$ cat config.mk
export PLATFORM = sky130hd
export DESIGN_NAME = fbc_plane_gen
export DESIGN_NICKNAME = d
export VERILOG_FILES = /design/src/hdl/frustum_box_cull_unit_assert.svh /design/src/hdl/fbc_pkg.sv /design/src/hdl/fbc_plane_gen.sv
export SDC_FILE = /design/constraint.sdc
export NUM_CORES = 1
export LEC_CHECK = 0
export BUFFER_PORTS_ARGS = -buffer_cell sky130_fd_sc_hd__clkbuf_2
export CAP_MARGIN = 40
export CORE_AREA = 3 3 260 262
export DETAILED_ROUTE_END_ITERATION = 10
export DIE_AREA = 0 0 263 265
export SLEW_MARGIN = 10
export SYNTH_ARGS = -nofsm -noshare
export SYNTH_HDL_FRONTEND = slang
export SYNTH_SLANG_ARGS = --single-unit
export TNS_END_PERCENT = 50
$ cat constraint.sdc
create_clock -name vclk -period 2.5
set_clock_uncertainty 0.2 [all_clocks]
set_input_delay 0.125 -clock vclk [all_inputs]
set_output_delay 0.125 -clock vclk [all_outputs]
set_load 0.05 [all_outputs]
$ cat src/hdl/frustum_box_cull_unit_assert.svh
// Assertion macros shared by the culling unit
`ifndef FRUSTUM_BOX_CULL_UNIT_ASSERT_SVH
`define FRUSTUM_BOX_CULL_UNIT_ASSERT_SVH

// same-cycle implication, disabled in reset
`define FBC_ASSERT_NOW(lbl, clk, rst_n, ante, cons, msg) \
    lbl: assert property (@(posedge clk) disable iff (!rst_n) (ante) |-> (cons)) \
        else $error(msg);

// next-cycle implication, disabled in reset
`define FBC_ASSERT_NEXT(lbl, clk, rst_n, ante, cons, msg) \
    lbl: assert property (@(posedge clk) disable iff (!rst_n) (ante) |=> (cons)) \
        else $error(msg);

`endif

$ cat src/hdl/fbc_pkg.sv
package fbc_pkg;

    localparam int COORD_W    = 16;
    localparam int MAT_W      = 16;
    localparam int FRAC_BITS  = 12;
    localparam int NUM_COLS   = 4;
    localparam int NUM_PLANES = 6;
    localparam int NUM_AXES   = 3;
    localparam int NUM_CELLS  = NUM_PLANES * NUM_AXES;
    localparam int CFG_W      = NUM_COLS * MAT_W;
    localparam int COEF_W     = MAT_W + 1;
    localparam int PROD_W     = COEF_W + COORD_W;
    // three products plus an offset: two guard bits
    localparam int ACC_W      = PROD_W + 2;

    typedef logic signed [COORD_W-1:0] coord_t;
    typedef logic signed [MAT_W-1:0]   mat_t;
    typedef logic signed [COEF_W-1:0]  coef_t;
    typedef logic signed [PROD_W-1:0]  prod_t;
    typedef logic signed [ACC_W-1:0]   acc_t;
    typedef logic [CFG_W-1:0]          cfg_data_t;
    typedef cfg_data_t [NUM_COLS-1:0]  col_array_t;
    typedef coef_t [NUM_COLS-1:0]      plane_coef_t;
    typedef plane_coef_t [NUM_PLANES-1:0] plane_coefs_t;

    typedef enum logic [1:0] {
        CFG_COLUMN_0,
        CFG_COLUMN_1,
        CFG_COLUMN_2,
        CFG_COLUMN_3
    } cfg_index_t;

    typedef enum logic [1:0] {
        AXIS_X,
        AXIS_Y,
        AXIS_Z
    } axis_t;

    // data carried from cell to cell
    typedef struct packed {
        coord_t [NUM_AXES-1:0] lo;
        coord_t [NUM_AXES-1:0] hi;
        acc_t                  acc;
        logic                  vis;
    } stage_t;

    // identity matrix: column c holds 1.0 in row c
    function automatic cfg_data_t col_reset(input int c);
        return cfg_data_t'(1) << (MAT_W * c + FRAC_BITS);
    endfunction

endpackage

$ cat src/hdl/fbc_plane_gen.sv
module fbc_plane_gen (
    input  fbc_pkg::col_array_t   columns,
    output fbc_pkg::plane_coefs_t coefs
);
    import fbc_pkg::*;

    // plane p: row 3 plus row p/2 for even p, minus it for odd p
    always_comb
    begin
        mat_t a;
        mat_t b;
        int   r;
        for (int p = 0; p < NUM_PLANES; p++)
        begin
            r = p >> 1;
            for (int c = 0; c < NUM_COLS; c++)
            begin
                a = mat_t'(columns[c][MAT_W*3 +: MAT_W]);
                b = mat_t'(columns[c][MAT_W*r +: MAT_W]);
                if (p[0])
                begin
                    coefs[p][c] = coef_t'(a) - coef_t'(b);
                end
                else
                begin
                    coefs[p][c] = coef_t'(a) + coef_t'(b);
                end
            end
        end
    end

endmodule

==> key figures <==
Floorplanning
  – IO Pins: ~660
  – Die Y: 265 um
  – Area of the die: 69700 um^2
  – Std-Cell Rows: 94
  – Die width: 263 um
  – Core Area: 65600 um^2
  – Initial Util: 0.286

Timing
  – Final worst slack: -226 ps
  – Final Max Tran Viols: 0
  – Setup tns final: -6840 ps
  – Fin crit period: approximately 2700 ps
  – Worst Tran Pin Value: approximately 600 ps
  – Rel. slew slack: 0.600
  – RSZ-0062 raised after global routing: true
  – Setup-failing EPs final: 91
  – Peak Freq: ~0.37 GHz
  – Tcrit/Tclk final: 1.09
  – Final Hold Viols: 0

Final layout
  – Reg area: 0 um^2
  – Layout Utilization: 0.557
  – Share of cells above drive strength 1: 0.505
  – FFs & Latches: 0
  – Nets: between 4000 and 5000
  – Area Growth Syn to Fin: 95.2%
  – Post-Layout Cell Count: around 5000
  – Clock buffers: 0
  – Filler cells: ~5700
  – Design area: around 37000 um^2
  – Multi-input gate area: 21300 um^2

Setup path
  – Critical Path RT: between 2000 and 2500 ps
  – Worst Setup End Kind: primary output
  – Crit Path Max Fanout: 7
  – Worst EP arrival: between 2000 and 2500 ps
  – WS Path Type: in -> out
  – Worst Setup Start Kind: input port

GRT
  – GR Layer Usage met1: 0.279
  – GR Util met3: 0.0297
  – First-pass GRT wire length: around 130 mm
  – GRT Total Usage: 0.224
  – GR peak layer: met2
  – Antenna violations before repair: 15
  – Congestion Overflow GR: 0
  – Vias in the first global route: 24116
  – Met2 Track Usage GR: 0.404
  – Largest net degree at the start of global routing: 15

Placement
  – Gp weighted congestion: 0.995
  – Dpl cells: 4794
  – Final HPWL DP: 70.6 mm
  – I/O Buffers: between 600 and 700
  – Post-DP Area: 30900 um^2

Logic synthesis
  – Cell Area, Synth: 18700 um^2
  – Seq/Total Area, Yosys: 0
  – Post-Synthesis Cells: 2751
  – Synth Net Count: around 3400
  – Mean Syn Cell Area: between 6 and 7 um^2
  – Synth unique cells: 91
  – Ys Warns: 0

Detailed routing
  – Post-route ant nets: 0
  – Via-to-Cell Ratio: 5.06
  – Drt wl/cell: 17.9 um
  – Vias: 24756
  – First-iteration detailed-routing DRC count: 1333
  – Drt drc: 0
  – DRT Wirelength: roughly 90 mm
  – TritonRoute pass-1 iters: 5

Power and ir drop
  – Maximum VDD drop: between 0.0003 and 0.0004 V
  – Tot Pwr: 17.6 mW
  – Leakage: ~18 nW
  – PwrDens: around 480 nW/um^2

Status
  – Failing checks: setup timing
  – Status: complete, but fails checks

CTS
  – Cts hold-fix bufs: 0

Worst hold path
  – Min-delay src: columns[160]
  – Worst Hold End: coefs[306]
  – Worst hold path depth: 4
  – Hold crit path type: in -> out

Flow run
  – Max-cap viol count: 0
==> where the power goes <==
part	switching, mW	leakage, nW	internal, mW
Clock	0	0.0000634	0.000000536
Combinational	10.3	17.5	7.35
Sequential	0	0	0
Total	10.3	17.5	7.35
==> cell type report <==
cell class | count | area share
Timing Repair Buffer | 1401 | 0.347
Inverter | 382 | 0.0409
Antenna cell | 10 | 0.000684
Tap cell | 864 | 0.0295
Multi-Input combinational cell | 2239 | 0.582
==> Yosys cell counts, types with 21 or more instances <==
library cell	number	area, um^2
a21o_1	34	255
a21oi_1	256	1280
buf_2	24	120
clkbuf_1	86	323
fa_1	24	480
ha_1	384	4800
inv_1	377	1420
nand2_1	100	375
nand2b_1	50	313
nand3_1	38	190
nand4_1	21	131
nor2_1	276	1040
nor2b_1	63	394
nor3_1	117	586
o211ai_1	23	173
o21a_1	38	285
o21ai_0	128	641
o21bai_1	43	323
o31ai_1	24	180
or3_1	28	175
xnor2_1	222	1940
xor2_1	52	455
==> worst max path at each step <==
stage                             from         end  slack, ps  depth (start not counted)
after detailed placement  columns[177]  coefs[321]       -560                         10
after CTS                 columns[225]  coefs[338]       -290                         11
final                     columns[177]  coefs[115]       -230                         12
after global routing      columns[183]   coefs[49]       -330                         11
after global placement    columns[177]  coefs[321]       -550                         10
after floorplan             columns[2]   coefs[79]       -210                          9
==> cells in the final DEF (no fill, tap or decap), types with 65 or more instances in the layout <==
cell and n:
a21oi_1 169, nor2_1 259, xnor2_1 158, clkbuf_2 398, buf_12 169, o21ai_0 73
ha_1 277, inv_1 344, buf_6 65, buf_4 673, nand2_1 94, ha_4 85
nor3_1 108
==> logic make-up (layout without fill, tap and decap cells) <==
logic type               Yosys count  after routing  share of synthesized area
buffers and inverters            512           1783                      0.108
AO/OA/AOI/OAI                    767            767                      0.272
XOR/XNOR                         274            274                      0.128
adder cells (fa/ha/maj)          408            408                      0.282
multiplexers                      16             16                    0.00868
AND/OR/NAND/NOR                  774            774                      0.201
other                              0             10                          0
==> metal layers <==
layer | wire length [um] | up-vias
li1 | - | 12088
met1 | 36400 | 11767
met2 | 43400 | 731
met3 | 4570 | 160
met4 | 2990 | 10
met5 | 69 | -
==> timing repair <==
item | 4_1_cts | 5_1_grt
endpoints found under the setup margin | 211 | 197
pin swaps | 260 | 229
gates cloned | 0 | 0
setup buffers | 58 | 47
resized for setup | 621 | 408
==> critical path, stage by stage <==
cell and delay, ps:
clkbuf_16 140, buf_6 120, ha_4 230, nor2b_4 120, o21a_1 200, a311oi_2 210, buf_4 180, a21oi_4 60
a221o_1 360, a2111o_1 410, nand3_4 100, buf_12 140
==> through the flow <==
step,setup WS [ps],hold slack [ps]
CTS,-295,547
detailed placement,-563,542
finish,-226,547
global placement,-553,540
floorplan,-212,336
global route,-334,563
Note: power is estimated with default switching activity, not from simulation.
