==> src/hdl/frustum_box_cull_unit_assert.svh <==
// Assertion macros shared by the culling unit
`ifndef FRUSTUM_BOX_CULL_UNIT_ASSERT_SVH
`define FRUSTUM_BOX_CULL_UNIT_ASSERT_SVH

// same-cycle implication, disabled in reset
`define FBC_ASSERT_NOW(lbl, clk, rst_n, ante, cons, msg) \
    lbl: assert property (@(posedge clk) disable iff (!rst_n) (ante) |-> (cons)) \
        else $error(msg);

// next-cycle implication, disabled in reset
`define FBC_ASSERT_NEXT(lbl, clk, rst_n, ante, cons, msg) \
    lbl: assert property (@(posedge clk) disable iff (!rst_n) (ante) |=> (cons)) \
        else $error(msg);

`endif

==> src/hdl/fbc_pkg.sv <==
package fbc_pkg;

    localparam int COORD_W    = 16;
    localparam int MAT_W      = 16;
    localparam int FRAC_BITS  = 12;
    localparam int NUM_COLS   = 4;
    localparam int NUM_PLANES = 6;
    localparam int NUM_AXES   = 3;
    localparam int NUM_CELLS  = NUM_PLANES * NUM_AXES;
    localparam int CFG_W      = NUM_COLS * MAT_W;
    localparam int COEF_W     = MAT_W + 1;
    localparam int PROD_W     = COEF_W + COORD_W;
    // three products plus an offset: two guard bits
    localparam int ACC_W      = PROD_W + 2;

    typedef logic signed [COORD_W-1:0] coord_t;
    typedef logic signed [MAT_W-1:0]   mat_t;
    typedef logic signed [COEF_W-1:0]  coef_t;
    typedef logic signed [PROD_W-1:0]  prod_t;
    typedef logic signed [ACC_W-1:0]   acc_t;
    typedef logic [CFG_W-1:0]          cfg_data_t;
    typedef cfg_data_t [NUM_COLS-1:0]  col_array_t;
    typedef coef_t [NUM_COLS-1:0]      plane_coef_t;
    typedef plane_coef_t [NUM_PLANES-1:0] plane_coefs_t;

    typedef enum logic [1:0] {
        CFG_COLUMN_0,
        CFG_COLUMN_1,
        CFG_COLUMN_2,
        CFG_COLUMN_3
    } cfg_index_t;

    typedef enum logic [1:0] {
        AXIS_X,
        AXIS_Y,
        AXIS_Z
    } axis_t;

    // data carried from cell to cell
    typedef struct packed {
        coord_t [NUM_AXES-1:0] lo;
        coord_t [NUM_AXES-1:0] hi;
        acc_t                  acc;
        logic                  vis;
    } stage_t;

    // identity matrix: column c holds 1.0 in row c
    function automatic cfg_data_t col_reset(input int c);
        return cfg_data_t'(1) << (MAT_W * c + FRAC_BITS);
    endfunction

endpackage

==> src/hdl/fbc_cell.sv <==
`include "frustum_box_cull_unit_assert.svh"

module fbc_cell (
    input  logic            clk,
    input  logic            rst_n,
    input  fbc_pkg::coef_t  coef,
    input  fbc_pkg::coef_t  seed,
    input  fbc_pkg::axis_t  axis,
    input  logic            first,
    input  logic            last,
    input  logic            in_valid,
    output logic            in_ready,
    input  fbc_pkg::stage_t in_data,
    output logic            out_valid,
    input  logic            out_ready,
    output fbc_pkg::stage_t out_data
);
    import fbc_pkg::*;

    logic   valid_reg;
    stage_t data_reg;
    stage_t data_next;
    coord_t sel;
    prod_t  prod;
    acc_t   base;

    assign in_ready  = !valid_reg || out_ready;
    assign out_valid = valid_reg;
    assign out_data  = data_reg;

    always_comb
    begin
        unique case (axis)
            AXIS_X:  sel = coef[COEF_W-1] ? in_data.lo[0] : in_data.hi[0];
            AXIS_Y:  sel = coef[COEF_W-1] ? in_data.lo[1] : in_data.hi[1];
            default: sel = coef[COEF_W-1] ? in_data.lo[2] : in_data.hi[2];
        endcase
        prod = prod_t'(coef) * prod_t'(sel);
        base = first ? acc_t'(seed) : in_data.acc;
        data_next     = in_data;
        data_next.acc = base + acc_t'(prod);
        // plane done: a negative distance culls the box
        data_next.vis = in_data.vis && !(last && data_next.acc[ACC_W-1]);
    end

    always_ff @(posedge clk or negedge rst_n)
    begin
        if (!rst_n)
        begin
            valid_reg <= 1'b0;
        end
        else if (in_ready)
        begin
            valid_reg <= in_valid;
        end
    end

    always_ff @(posedge clk)
    begin
        if (in_valid && in_ready)
        begin
            data_reg <= data_next;
        end
    end

    `FBC_ASSERT_NEXT(a_hold_stalled, clk, rst_n, valid_reg && !out_ready, valid_reg && $stable(data_reg), "stalled item changed")
    `FBC_ASSERT_NEXT(a_cull_sticks, clk, rst_n, in_valid && in_ready && !in_data.vis, !data_reg.vis, "culled item revived")
    `FBC_ASSERT_NEXT(a_vis_only_last, clk, rst_n, in_valid && in_ready && !last, data_reg.vis == $past(in_data.vis), "verdict changed mid plane")
    `FBC_ASSERT_NEXT(a_drain, clk, rst_n, valid_reg && out_ready && !in_valid, !valid_reg, "item repeated")

endmodule
==> config.mk <==
export PLATFORM = sky130hd
export DESIGN_NAME = fbc_cell
export DESIGN_NICKNAME = d
export VERILOG_FILES = /design/src/hdl/fbc_pkg.sv /design/src/hdl/fbc_cell.sv
export VERILOG_INCLUDE_DIRS = /design/src /design/src/hdl
export SDC_FILE = /design/constraint.sdc
export NUM_CORES = 1
export LEC_CHECK = 0
export BUFFER_PORTS_ARGS = -buffer_cell sky130_fd_sc_hd__clkbuf_2
export CAP_MARGIN = 25
export CELL_PAD_IN_SITES_DETAIL_PLACEMENT = 1
export CELL_PAD_IN_SITES_GLOBAL_PLACEMENT = 1
export CORE_ASPECT_RATIO = 0.5
export CORE_MARGIN = 2
export CORE_UTILIZATION = 40
export CTS_CLUSTER_DIAMETER = 30
export CTS_CLUSTER_SIZE = 25
export DETAILED_ROUTE_END_ITERATION = 8
export MAX_ROUTING_LAYER = met4
export PLACE_DENSITY_LB_ADDON = 0.1
export SYNTH_ARGS = -nofsm -noshare
export SYNTH_HDL_FRONTEND = slang
export SYNTH_SLANG_ARGS = --single-unit
==> constraint.sdc <==
create_clock -name clk -period 5.6 [get_ports clk]
set_input_delay 0.84 -clock clk [delete_from_list [all_inputs] [get_ports clk]]
set_output_delay 0.84 -clock clk [all_outputs]
set_load 0.1 [all_outputs]
==> results of run 1 <==
what timing repair did:
action,in CTS,in global routing
pin swaps,73,61
endpoints found under the setup margin,28,29
setup buffers,65,14
gates cloned,5,1
resized for setup,152,66
flip-flops by register name, indices dropped and copies added (netlist names):
| signal | count |
|---|---|
| out_data | 132 |
| out_valid | 1 |
metal layers:
| metal | up-vias | GRT usage (%) | wire length (um) |
|---|---|---|---|
| met2 | 266 | 47.83 | 28620 |
| met3 | 82 | 4.246 | 2058 |
| li1 | 5974 | - | - |
| met5 | - | - | 0 |
| met1 | 6916 | 30.98 | 22030 |
| met4 | 0 | 7.015 | 1279 |
worst min-delay path by stage:
stage | to | startpoint | slack, ps
floorplan | out_valid | rst_n | 540
global placement | out_valid | out_valid | 510
detailed placement | out_valid | out_valid | 550
CTS | out_valid | rst_n | 130
global route | out_valid | rst_n | 140
finish | out_valid | rst_n | 150
metrics by stage:
step,area (um2),setup WS [ps]
after floorplan,17170,-1205
after global placement,20900,-1888
after detailed placement,20900,-2129
after CTS,22820,-1279
after global routing,23120,-1540
final,23120,-1392
layout by cell type (no fill, tap or decap), drive strengths merged, types with 18 or more instances in the layout:
master / count
and2: 119
nor2: 40
edfxtp: 132
nand2: 159
xnor2: 28
ha: 104
mux2: 19
a21o: 18
fa: 320
mux2i: 28
o21ai: 62
inv: 373
buf: 285
clkbuf: 323
a21oi: 35
worst reg2reg max path, delay by kind of cell (launching register included):
family        cells  cell delay [ps]
simple gates      2              640
flops             1              390
buf+inv           1              680
cell type report:
type                       instances  area, um2  area share, %
multi-input combinational       1018      12300          53.20
timing repair buffer             591       4134          17.88
sequential                       133       3989          17.25
inverter                         366       1374          5.942
tap                              550      688.2          2.976
clock buffer                      17      425.4          1.840
clock inverter                    15      210.2         0.9091
logic make-up (layout without fill, tap and decap cells):
group | after synthesis | in the layout | synth area share (%)
compound gates | 150 | 154 | 5.756
xor+xnor | 38 | 38 | 1.973
fa+ha+maj | 424 | 424 | 45.69
buf+inv | 421 | 989 | 9.516
flops | 133 | 133 | 23.64
mux | 49 | 49 | 3.197
simple gates | 353 | 353 | 10.23
==> summary.txt, run 1 <==
Final layout
  • FILL cells: 4579
  • Post-Layout Cell Count: 2690
  • Antenna Diode Count: 0
  • Share of cells above drive strength 1: 38.50%
  • Final layout net count: 2725
  • Area Overhead vs Synth: 37.06%
  • Layout Utilization: 55.35%

Clock tree
  • Worst-path clk slew: 70 ps
  • CTS HTree Levels: 4
  • # hold bufs at CTS: 0
  • Clock tree sinks: 133
  • CTS root buffer: clkbuf_16
  • Clock tree buffer depth: 2
  • Clock latency on the worst-skew pair: 460 ps
  • CTS Buf Count: 17
  • CTS tree: done

Route
  • Drt pass-1 iters: 5
  • DR WL/cell: 20.07 um
  • Antenna Violating Nets Remaining: 0
  • Via Count: 13240
  • Vias per cell: 4.921
  • Drt drc: 0
  • DRT iter0 DRCs: 528
  • Detailed Route WL: 53990 um

Setup path
  • Depth of the worst register-to-register path: 3
  • Most frequent cell on the critical path: fa_1
  • R2R Path End: out_data[18]
  • R2R Setup Slk: 3490 ps
  • Crit path max fanout: 8
  • CP required: 5810 ps
  • Worst endpoint data arrival time: 7200 ps
  • Bufs and invs on worst path: 8
  • Crit Path Category: in2reg
  • Worst setup path start: axis[0]
  • CP top delay family: adder cells
  • WP depth: 27
  • Setup crit end kind: flop
  • Worst r2r src: out_valid
  • Worst setup SP type: input port
  • Slowest CP cell: fa_2
  • Crit path to: out_data[33]
  • CP max stage delay: 620 ps

STA
  • Total negative setup slack: -27590 ps
  • RSZ-0062 raised after global routing: true
  • Final-report setup violation count: 28
  • Worst slew margin: 52.94%
  • Final Hold Viols: 0
  • Min setup slack post-route: -1392 ps
  • Achievable frequency: 143.0 MHz
  • Slew Limit Fails: 0
  • Hold_ws: 151.5 ps
  • Period utilization: 124.9%
  • Clock Skews: 10.65 ps
  • Worst slew pin tran: 705.9 ps
  • Tmin final: 6992 ps

Yosys
  • Ys Warns: 0
  • Mean post-synth cell area: 10.76 um2
  • Most used DFF post-synth: edfxtp_1
  • Seq cells post-synth: 133
  • Synthesized area: 16870 um2
  • Syn_nets: 2166
  • Sequential cell area fraction in the yosys report: 23.64%
  • Count of cell types in the netlist: 56
  • Dominant cell type by area after synthesis: fa_1
  • Synth area leaders: fa_1 38%, edfxtp_1 23%, inv_1 8.1%, ha_1 7.7%, and2_1 4.4%
  • Synth cell count leaders: 366 x inv_1, 320 x fa_1, 159 x nand2_1, 132 x edfxtp_1, 119 x and2_1
  • Count leader, synth: inv_1
  • Post-synth ARST share: 0.7519%
  • Synthesized instance count: 1568
  • Post-synth EDFFs: 132
  • Top cell type's share of synthesized area: 37.97%

Floorplanning
  • # IOs: 308
  • Site Rows: 53
  • Initial Util: 40.38%
  • Die width: 294.4 um
  • Die Footprint: 43930 um2
  • Core box area: 41780 um2
  • Die height: 149.2 um

Global routing
  • Global-route congestion overflow total: 0
  • GR Util All Layers: 26.54%
  • Vias in the first global route: 15570
  • Largest net degree at the start of global routing: 53
  • Initial antenna violation count: 2
  • First-pass GRT wire length: 84750 um

Run
  • MaxCap Viol Count: 0

Placement
  • Detailed placement HPWL: 42430 um
  • Post-Place Cells: 2585
  • Buffers on Ports: 307
  • Placer Congestion: 0.8705

Status
  • Status: finished, violations left
  • Failing checks: negative setup slack

Hold path
  • Min-delay worst type: in2async
Power of run 1 is left out: the tool's default activity adds up to more than one toggle a clock period on the data nets, which glitch-free logic cannot reach.
==> run 2, diff against run 1 <==
==> constraint.sdc (replaced) <==
create_clock -name clk -period 8.8 [get_ports clk]
set_input_delay 1.32 -clock clk [delete_from_list [all_inputs] [get_ports clk]]
set_output_delay 1.32 -clock clk [all_outputs]
set_load 0.1 [all_outputs]
==> run 2 against run 1 <==
- the flow now finishes without violations
- first-iteration DRC count is 6.6% higher
- register-to-register slack better by 2900 ps
- design area is 14% lower
- worst setup slack better by 2000 ps
- critical path depth stayed put
- via count is 8.8% lower
- global-route usage is 0.59 points lower
- clock skew hardly changed
- routed wire length is 5.3% lower
- die area stayed put
- core utilization is 8.0 points lower
- non-clock buffer count is 245 lower
- highest routed layer unchanged
==> summary.txt, run 2 (synthesis gave the netlist of run 1 again) <==
Clock tree
  • CTS root buffer: clkbuf_16 (unchanged)
  • CTS tree: done (unchanged)
  • Worst-path clk slew: 70 ps (about the same)
  • Clock tree buffer depth: 2 (unchanged)
  • CTS HTree Levels: 4 (unchanged)
  • # hold bufs at CTS: 0 (unchanged)
  • CTS Buf Count: 17 (unchanged)
  • # resized after CTS: 0 (was 152)
  • Clock latency on the worst-skew pair: 460 ps (about the same)
  • Clock tree sinks: 133 (unchanged)
  • Total setup buffers inserted after CTS: 0 (was 65)

Floorplanning
  • # IOs: 308 (unchanged)
  • Die height: 149.2 um (unchanged)
  • Die width: 294.4 um (unchanged)
  • Initial Util: 40.38% (unchanged)
  • Die Footprint: 43930 um2 (unchanged)
  • Core box area: 41780 um2 (unchanged)
  • Site Rows: 53 (unchanged)

STA
  • Worst slew margin: 41.41% (was 52.94%)
  • Period utilization: 92.79%
  • Slew Limit Fails: 0 (unchanged)
  • Min setup slack post-route: 634.2 ps (was -1392 ps)
  • Clock Skews: 10.88 ps (was 10.65 ps)
  • Final Hold Viols: 0 (unchanged)
  • Worst slew pin tran: 872.9 ps (was 705.9 ps)
  • Final-report setup violation count: 0 (was 28)
  • RSZ-0062 raised after global routing: false (was true)
  • Achievable frequency: 122.5 MHz
  • Tmin final: 8166 ps
  • Total negative setup slack: 0 ps (was -27590 ps)

Setup path
  • Worst r2r src: out_valid (unchanged)
  • R2R Path End: out_data[44] (was out_data[18])
  • Worst setup path start: axis[0] (unchanged)
  • Worst endpoint data arrival time: 8440 ps (was 7200 ps)
  • Depth of the worst register-to-register path: 4 (was 3)
  • Worst setup SP type: input port (unchanged)
  • Most frequent cell on the critical path: fa_1 (unchanged)
  • Crit Path Category: in2reg (unchanged)
  • Slowest CP cell: fa_1 (was fa_2)
  • CP max stage delay: 550 ps (was 620 ps)
  • Setup crit end kind: flop (unchanged)
  • R2R Setup Slk: 6410 ps (was 3490 ps)
  • Crit path max fanout: 16 (was 8)
  • CP required: 9070 ps (was 5810 ps)

Placement
  • Detailed placement HPWL: 42940 um (was 42430 um)
  • Dpl ws: 128.5 ps (was -2129 ps)
  • Buffers on Ports: 307 (unchanged)
  • Placer Congestion: 0.8817 (was 0.8705)

Hold path
  • Min-delay worst type: reg2reg (was in2async)
  • Hold endpoint: out_valid
  • Hold depth: 2
  • Hold Startpoint: out_valid

Status
  • Status: finished, final reports clean (was finished, violations left)

Final layout
  • Max reg flops: 132 (unchanged)
  • Commonest cells after routing, fill and taps aside: 366 x inv_1, 320 x fa_1, 307 x clkbuf_2 (was 347 x inv_1, 305 x clkbuf_2, 302 x fa_1)
  • Area Overhead vs Synth: 17.26% (was 37.06%)
  • Layout Utilization: 47.35% (was 55.35%)
  • Final layout net count: 2476 (was 2725)
  • Most common cell after layout, fill and taps aside: inv_1 (unchanged)
  • Share of cells above drive strength 1: 21.95% (was 38.50%)

Route
  • Antenna Violating Nets Remaining: 0 (unchanged)
  • Via Count: 12070 (was 13240)
  • DR WL/cell: 20.92 um (was 20.07 um)
  • Drt pass-1 iters: 5 (unchanged)
  • DRT iter0 DRCs: 563 (was 528)
  • Drt drc: 0 (unchanged)
  • Vias per cell: 4.940 (was 4.921)
  • Detailed Route WL: 51110 um (was 53990 um)

Global routing
  • Vias in the first global route: 13890 (was 15570)
  • Global-route congestion overflow total: 0 (unchanged)
  • GR Util All Layers: 25.94% (was 26.54%)
  • Initial antenna violation count: 1 (was 2)
  • Largest net degree at the start of global routing: 81 (was 53)
  • First-pass GRT wire length: 81860 um (was 84750 um)

Run
  • MaxCap Viol Count: 0 (unchanged)
## run 2: layout make-up
cell class	count	area, um2
inverters	366	1374
well taps	550	688.2
multi-input cells	1014	11280
repair buffers	346	1882
clock inverters	15	140.1
fillers	4698	22000
diodes	2	5.005
flip-flops and latches	133	3989
clock buffers	17	425.4
## run 2: worst max-delay path, delay by kind of cell
kind | cells | cell delay, ps
and+or+nand+nor | 7 | 1470
buffers and inverters | 7 | 990
muxes | 1 | 260
adders and majority gates | 7 | 3350
AOI/OAI and AO/OA | 5 | 1010
## run 2: per-layer routing
layer	wire, um	vias to the layer above	global-route usage [%]
li1	-	5449	-
met2	25660	217	43.18
met3	2019	52	4.440
met5	0	-	-
met4	947	0	6.607
met1	22490	6351	33.13
## run 2: worst max path at each step
| stage | end | slack, ps | cells past startpoint |
|---|---|---|---|
| floorplan | out_data[34] | 1050 | 26 |
| global placement | out_data[35] | 180 | 23 |
| detailed placement | out_data[35] | 130 | 23 |
| CTS | out_data[35] | 630 | 23 |
| global route | out_data[34] | 250 | 28 |
| finish | out_data[34] | 630 | 27 |
## run 2: per-stage QoR
| stage | std cells | cell area (um2) | hold slack (ps) |
|---|---|---|---|
| 2_1_floorplan | 1568 | 16870 | 1024 |
| 3_3_place_gp | 2405 | 19150 | 543.8 |
| 3_5_place_dp | 2407 | 19180 | 546.2 |
| 4_1_cts | 2439 | 19740 | 565.2 |
| 5_1_grt | 2442 | 19780 | 596.9 |
| 6_report | 2443 | 19780 | 574.8 |
Power of run 2 is left out for the same reason.
==> run 3, diff against run 2 <==
--- a/config.mk
+++ b/config.mk
@@ -8,8 +8,6 @@
 export LEC_CHECK = 0
 export BUFFER_PORTS_ARGS = -buffer_cell sky130_fd_sc_hd__clkbuf_2
 export CAP_MARGIN = 25
-export CELL_PAD_IN_SITES_DETAIL_PLACEMENT = 1
-export CELL_PAD_IN_SITES_GLOBAL_PLACEMENT = 1
 export CORE_ASPECT_RATIO = 0.5
 export CORE_MARGIN = 2
 export CORE_UTILIZATION = 40
@@ -17,7 +15,6 @@
 export CTS_CLUSTER_SIZE = 25
 export DETAILED_ROUTE_END_ITERATION = 8
 export MAX_ROUTING_LAYER = met4
-export PLACE_DENSITY_LB_ADDON = 0.1
 export SYNTH_ARGS = -nofsm -noshare
 export SYNTH_HDL_FRONTEND = slang
 export SYNTH_SLANG_ARGS = --single-unit
==> run 3 against run 2 <==
- fmax up 1.8%
- non-clock buffer count down 10
- cell count down 0.45%
- first-iteration DRC count down 3.4%
- design area down 0.39%
- routed wire length down 17%
- via count down 2.5%
- sequential share of layout area up 0.079 points
- sequential cell count unchanged
==> summary.txt, run 3 (synthesis gave the netlist of run 1 again) <==
Status
  • Status: finished, final reports clean (unchanged)

STA
  • Worst slew margin: 44.19% (was 41.41%)
  • Period utilization: 91.12% (was 92.79%)
  • Slew Limit Fails: 0 (unchanged)
  • Total negative setup slack: 0 ps (unchanged)
  • Tmin final: 8019 ps (was 8166 ps)
  • RSZ-0062 raised after global routing: false (unchanged)
  • Clock Skews: 17.37 ps (was 10.88 ps)
  • Worst slew pin tran: 837.2 ps (was 872.9 ps)
  • Final-report setup violation count: 0 (unchanged)
  • Achievable frequency: 124.7 MHz (was 122.5 MHz)
  • Final Hold Viols: 0 (unchanged)

Setup path
  • Worst endpoint data arrival time: 8290 ps (was 8440 ps)
  • Crit Path Category: in2reg (unchanged)
  • CP required: 9070 ps (about the same)
  • Most frequent cell on the critical path: fa_1 (unchanged)
  • Crit path max fanout: 16 (unchanged)
  • Setup crit end kind: flop (unchanged)
  • CP max stage delay: 520 ps (was 550 ps)
  • Slowest CP cell: fa_1 (unchanged)
  • R2R Setup Slk: 6470 ps (was 6410 ps)
  • Worst setup SP type: input port (unchanged)

Placement
  • Placer Congestion: 0.8897 (was 0.8817)
  • Dpl cell area: 19070 um2 (was 19180 um2)
  • Detailed placement HPWL: 35480 um (was 42940 um)
  • Buffers on Ports: 307 (unchanged)

Global routing
  • Initial antenna violation count: 0 (was 1)
  • GR Util All Layers: 21.46% (was 25.94%)
  • Largest net degree at the start of global routing: 81 (unchanged)
  • Global-route congestion overflow total: 0 (unchanged)
  • First-pass GRT wire length: 69390 um (was 81860 um)
  • Vias in the first global route: 12870 (was 13890)

Floorplanning
  • Site Rows: 53 (unchanged)
  • Initial Util: 40.38% (unchanged)
  • Die width: 294.4 um (unchanged)
  • Core box area: 41780 um2 (unchanged)
  • Die height: 149.2 um (unchanged)
  • # IOs: 308 (unchanged)
  • Die Footprint: 43930 um2 (unchanged)

Route
  • DR WL met3: 1518 um (was 2019 um)
  • Highest routed layer: met4 (unchanged)
  • Met1 WL: 17860 um (was 22490 um)
  • Drt drc: 0 (unchanged)
  • Detailed Route WL: 42670 um (was 51110 um)
  • Via Count: 11760 (was 12070)
  • Drt pass-1 iters: 5 (unchanged)
  • DR WL/cell: 17.55 um (was 20.92 um)
  • Antenna Violating Nets Remaining: 0 (unchanged)
  • Vias per cell: 4.837 (was 4.940)
  • Routed wl met2: 22070 um (was 25660 um)
  • DRT iter0 DRCs: 544 (was 563)

Clock tree
  • Clock tree sinks: 133 (unchanged)
  • CTS Buf Count: 17 (unchanged)
  • Clock tree buffer depth: 2 (unchanged)
  • CTS root buffer: clkbuf_16 (unchanged)
  • CTS HTree Levels: 4 (unchanged)
  • # hold bufs at CTS: 0 (unchanged)
  • CTS tree: done (unchanged)
  • Total setup buffers inserted after CTS: 0 (unchanged)
  • Clock latency on the worst-skew pair: 460 ps (about the same)
  • # resized after CTS: 0 (unchanged)
  • Worst-path clk slew: 60 ps (was 70 ps)

Final layout
  • Final layout net count: 2466 (was 2476)
  • Final Cell Area: 19700 um2 (was 19780 um2)
  • FILL cells: 3976 (was 4698)
  • Commonest cells after routing, fill and taps aside: 366 x inv_1, 320 x fa_1, 307 x clkbuf_2 (unchanged)
  • Max reg flops: 132 (unchanged)
  • Most common cell after layout, fill and taps aside: inv_1 (unchanged)
  • Area of the multi-input gates: 11280 um2 (unchanged)
  • Area occupied by registers: 3989 um2 (unchanged)
  • Area Overhead vs Synth: 16.80% (was 17.26%)
  • Share of cells above drive strength 1: 21.48% (was 21.95%)

Hold path
  • Min-delay worst type: reg2reg (unchanged)

Run
  • MaxCap Viol Count: 0 (unchanged)
-- run 3: cell count changes in the layout (fill, tap and decap cells not counted), sizes merged --
cell      before  now
inv          373  374
buf           39   29
clkinv         7    5
clkinvlp       1    2
diode          2    1
-- run 3: path summary, 6_finish.rpt --
| kind | cells past startpoint | startpoint | to |
|---|---|---|---|
| min in group asynchronous | 1 | rst_n | out_valid |
| max in group asynchronous | 1 | rst_n | out_valid |
| worst min-delay path | 2 | out_valid | out_valid |
| worst min register to register | 2 | out_valid | out_valid |
| worst max register to register | 4 | out_valid | out_data[33] |
| worst max-delay path | 27 | axis[0] | out_data[34] |
-- run 3: stage by stage --
step / util, % / std cells / hold WS [ps] / worst slack, ps
finish: 47.16 / 2432 / 552.6 / 781.3
global route: 47.16 / 2431 / 619.5 / 363.0
CTS: 47.01 / 2428 / 555.7 / 786.6
detailed placement: 45.65 / 2396 / 541.8 / 328.9
global placement: 45.65 / 2396 / 531.3 / 457.8
floorplan: - / 1568 / 1024 / 1053
-- run 3: final cells by class --
cell class | count | area share, %
flip-flops and latches | 133 | 20.24
clock buffers | 17 | 2.159
clock inverters | 15 | 0.7112
inverters | 366 | 6.972
well taps | 550 | 3.493
multi-input cells | 1014 | 57.24
diodes | 1 | 0.01270
repair buffers | 336 | 9.169
-- run 3: metal layers --
layer	global-route usage, %	vias up
met2	37.25	218
met1	26.13	6039
met5	-	-
li1	-	5437
met3	2.995	69
met4	6.684	0
-- run 3: worst max-delay path: cells and delay by family --
kind                     cells  cell delay (ps)
AO/OA/AOI/OAI                8             2110
adder cells (fa/ha/maj)      7             3240
buffers and inverters        8             1080
multiplexers                 1              120
AND/OR/NAND/NOR              3              420
Power of run 3 is left out for the same reason.
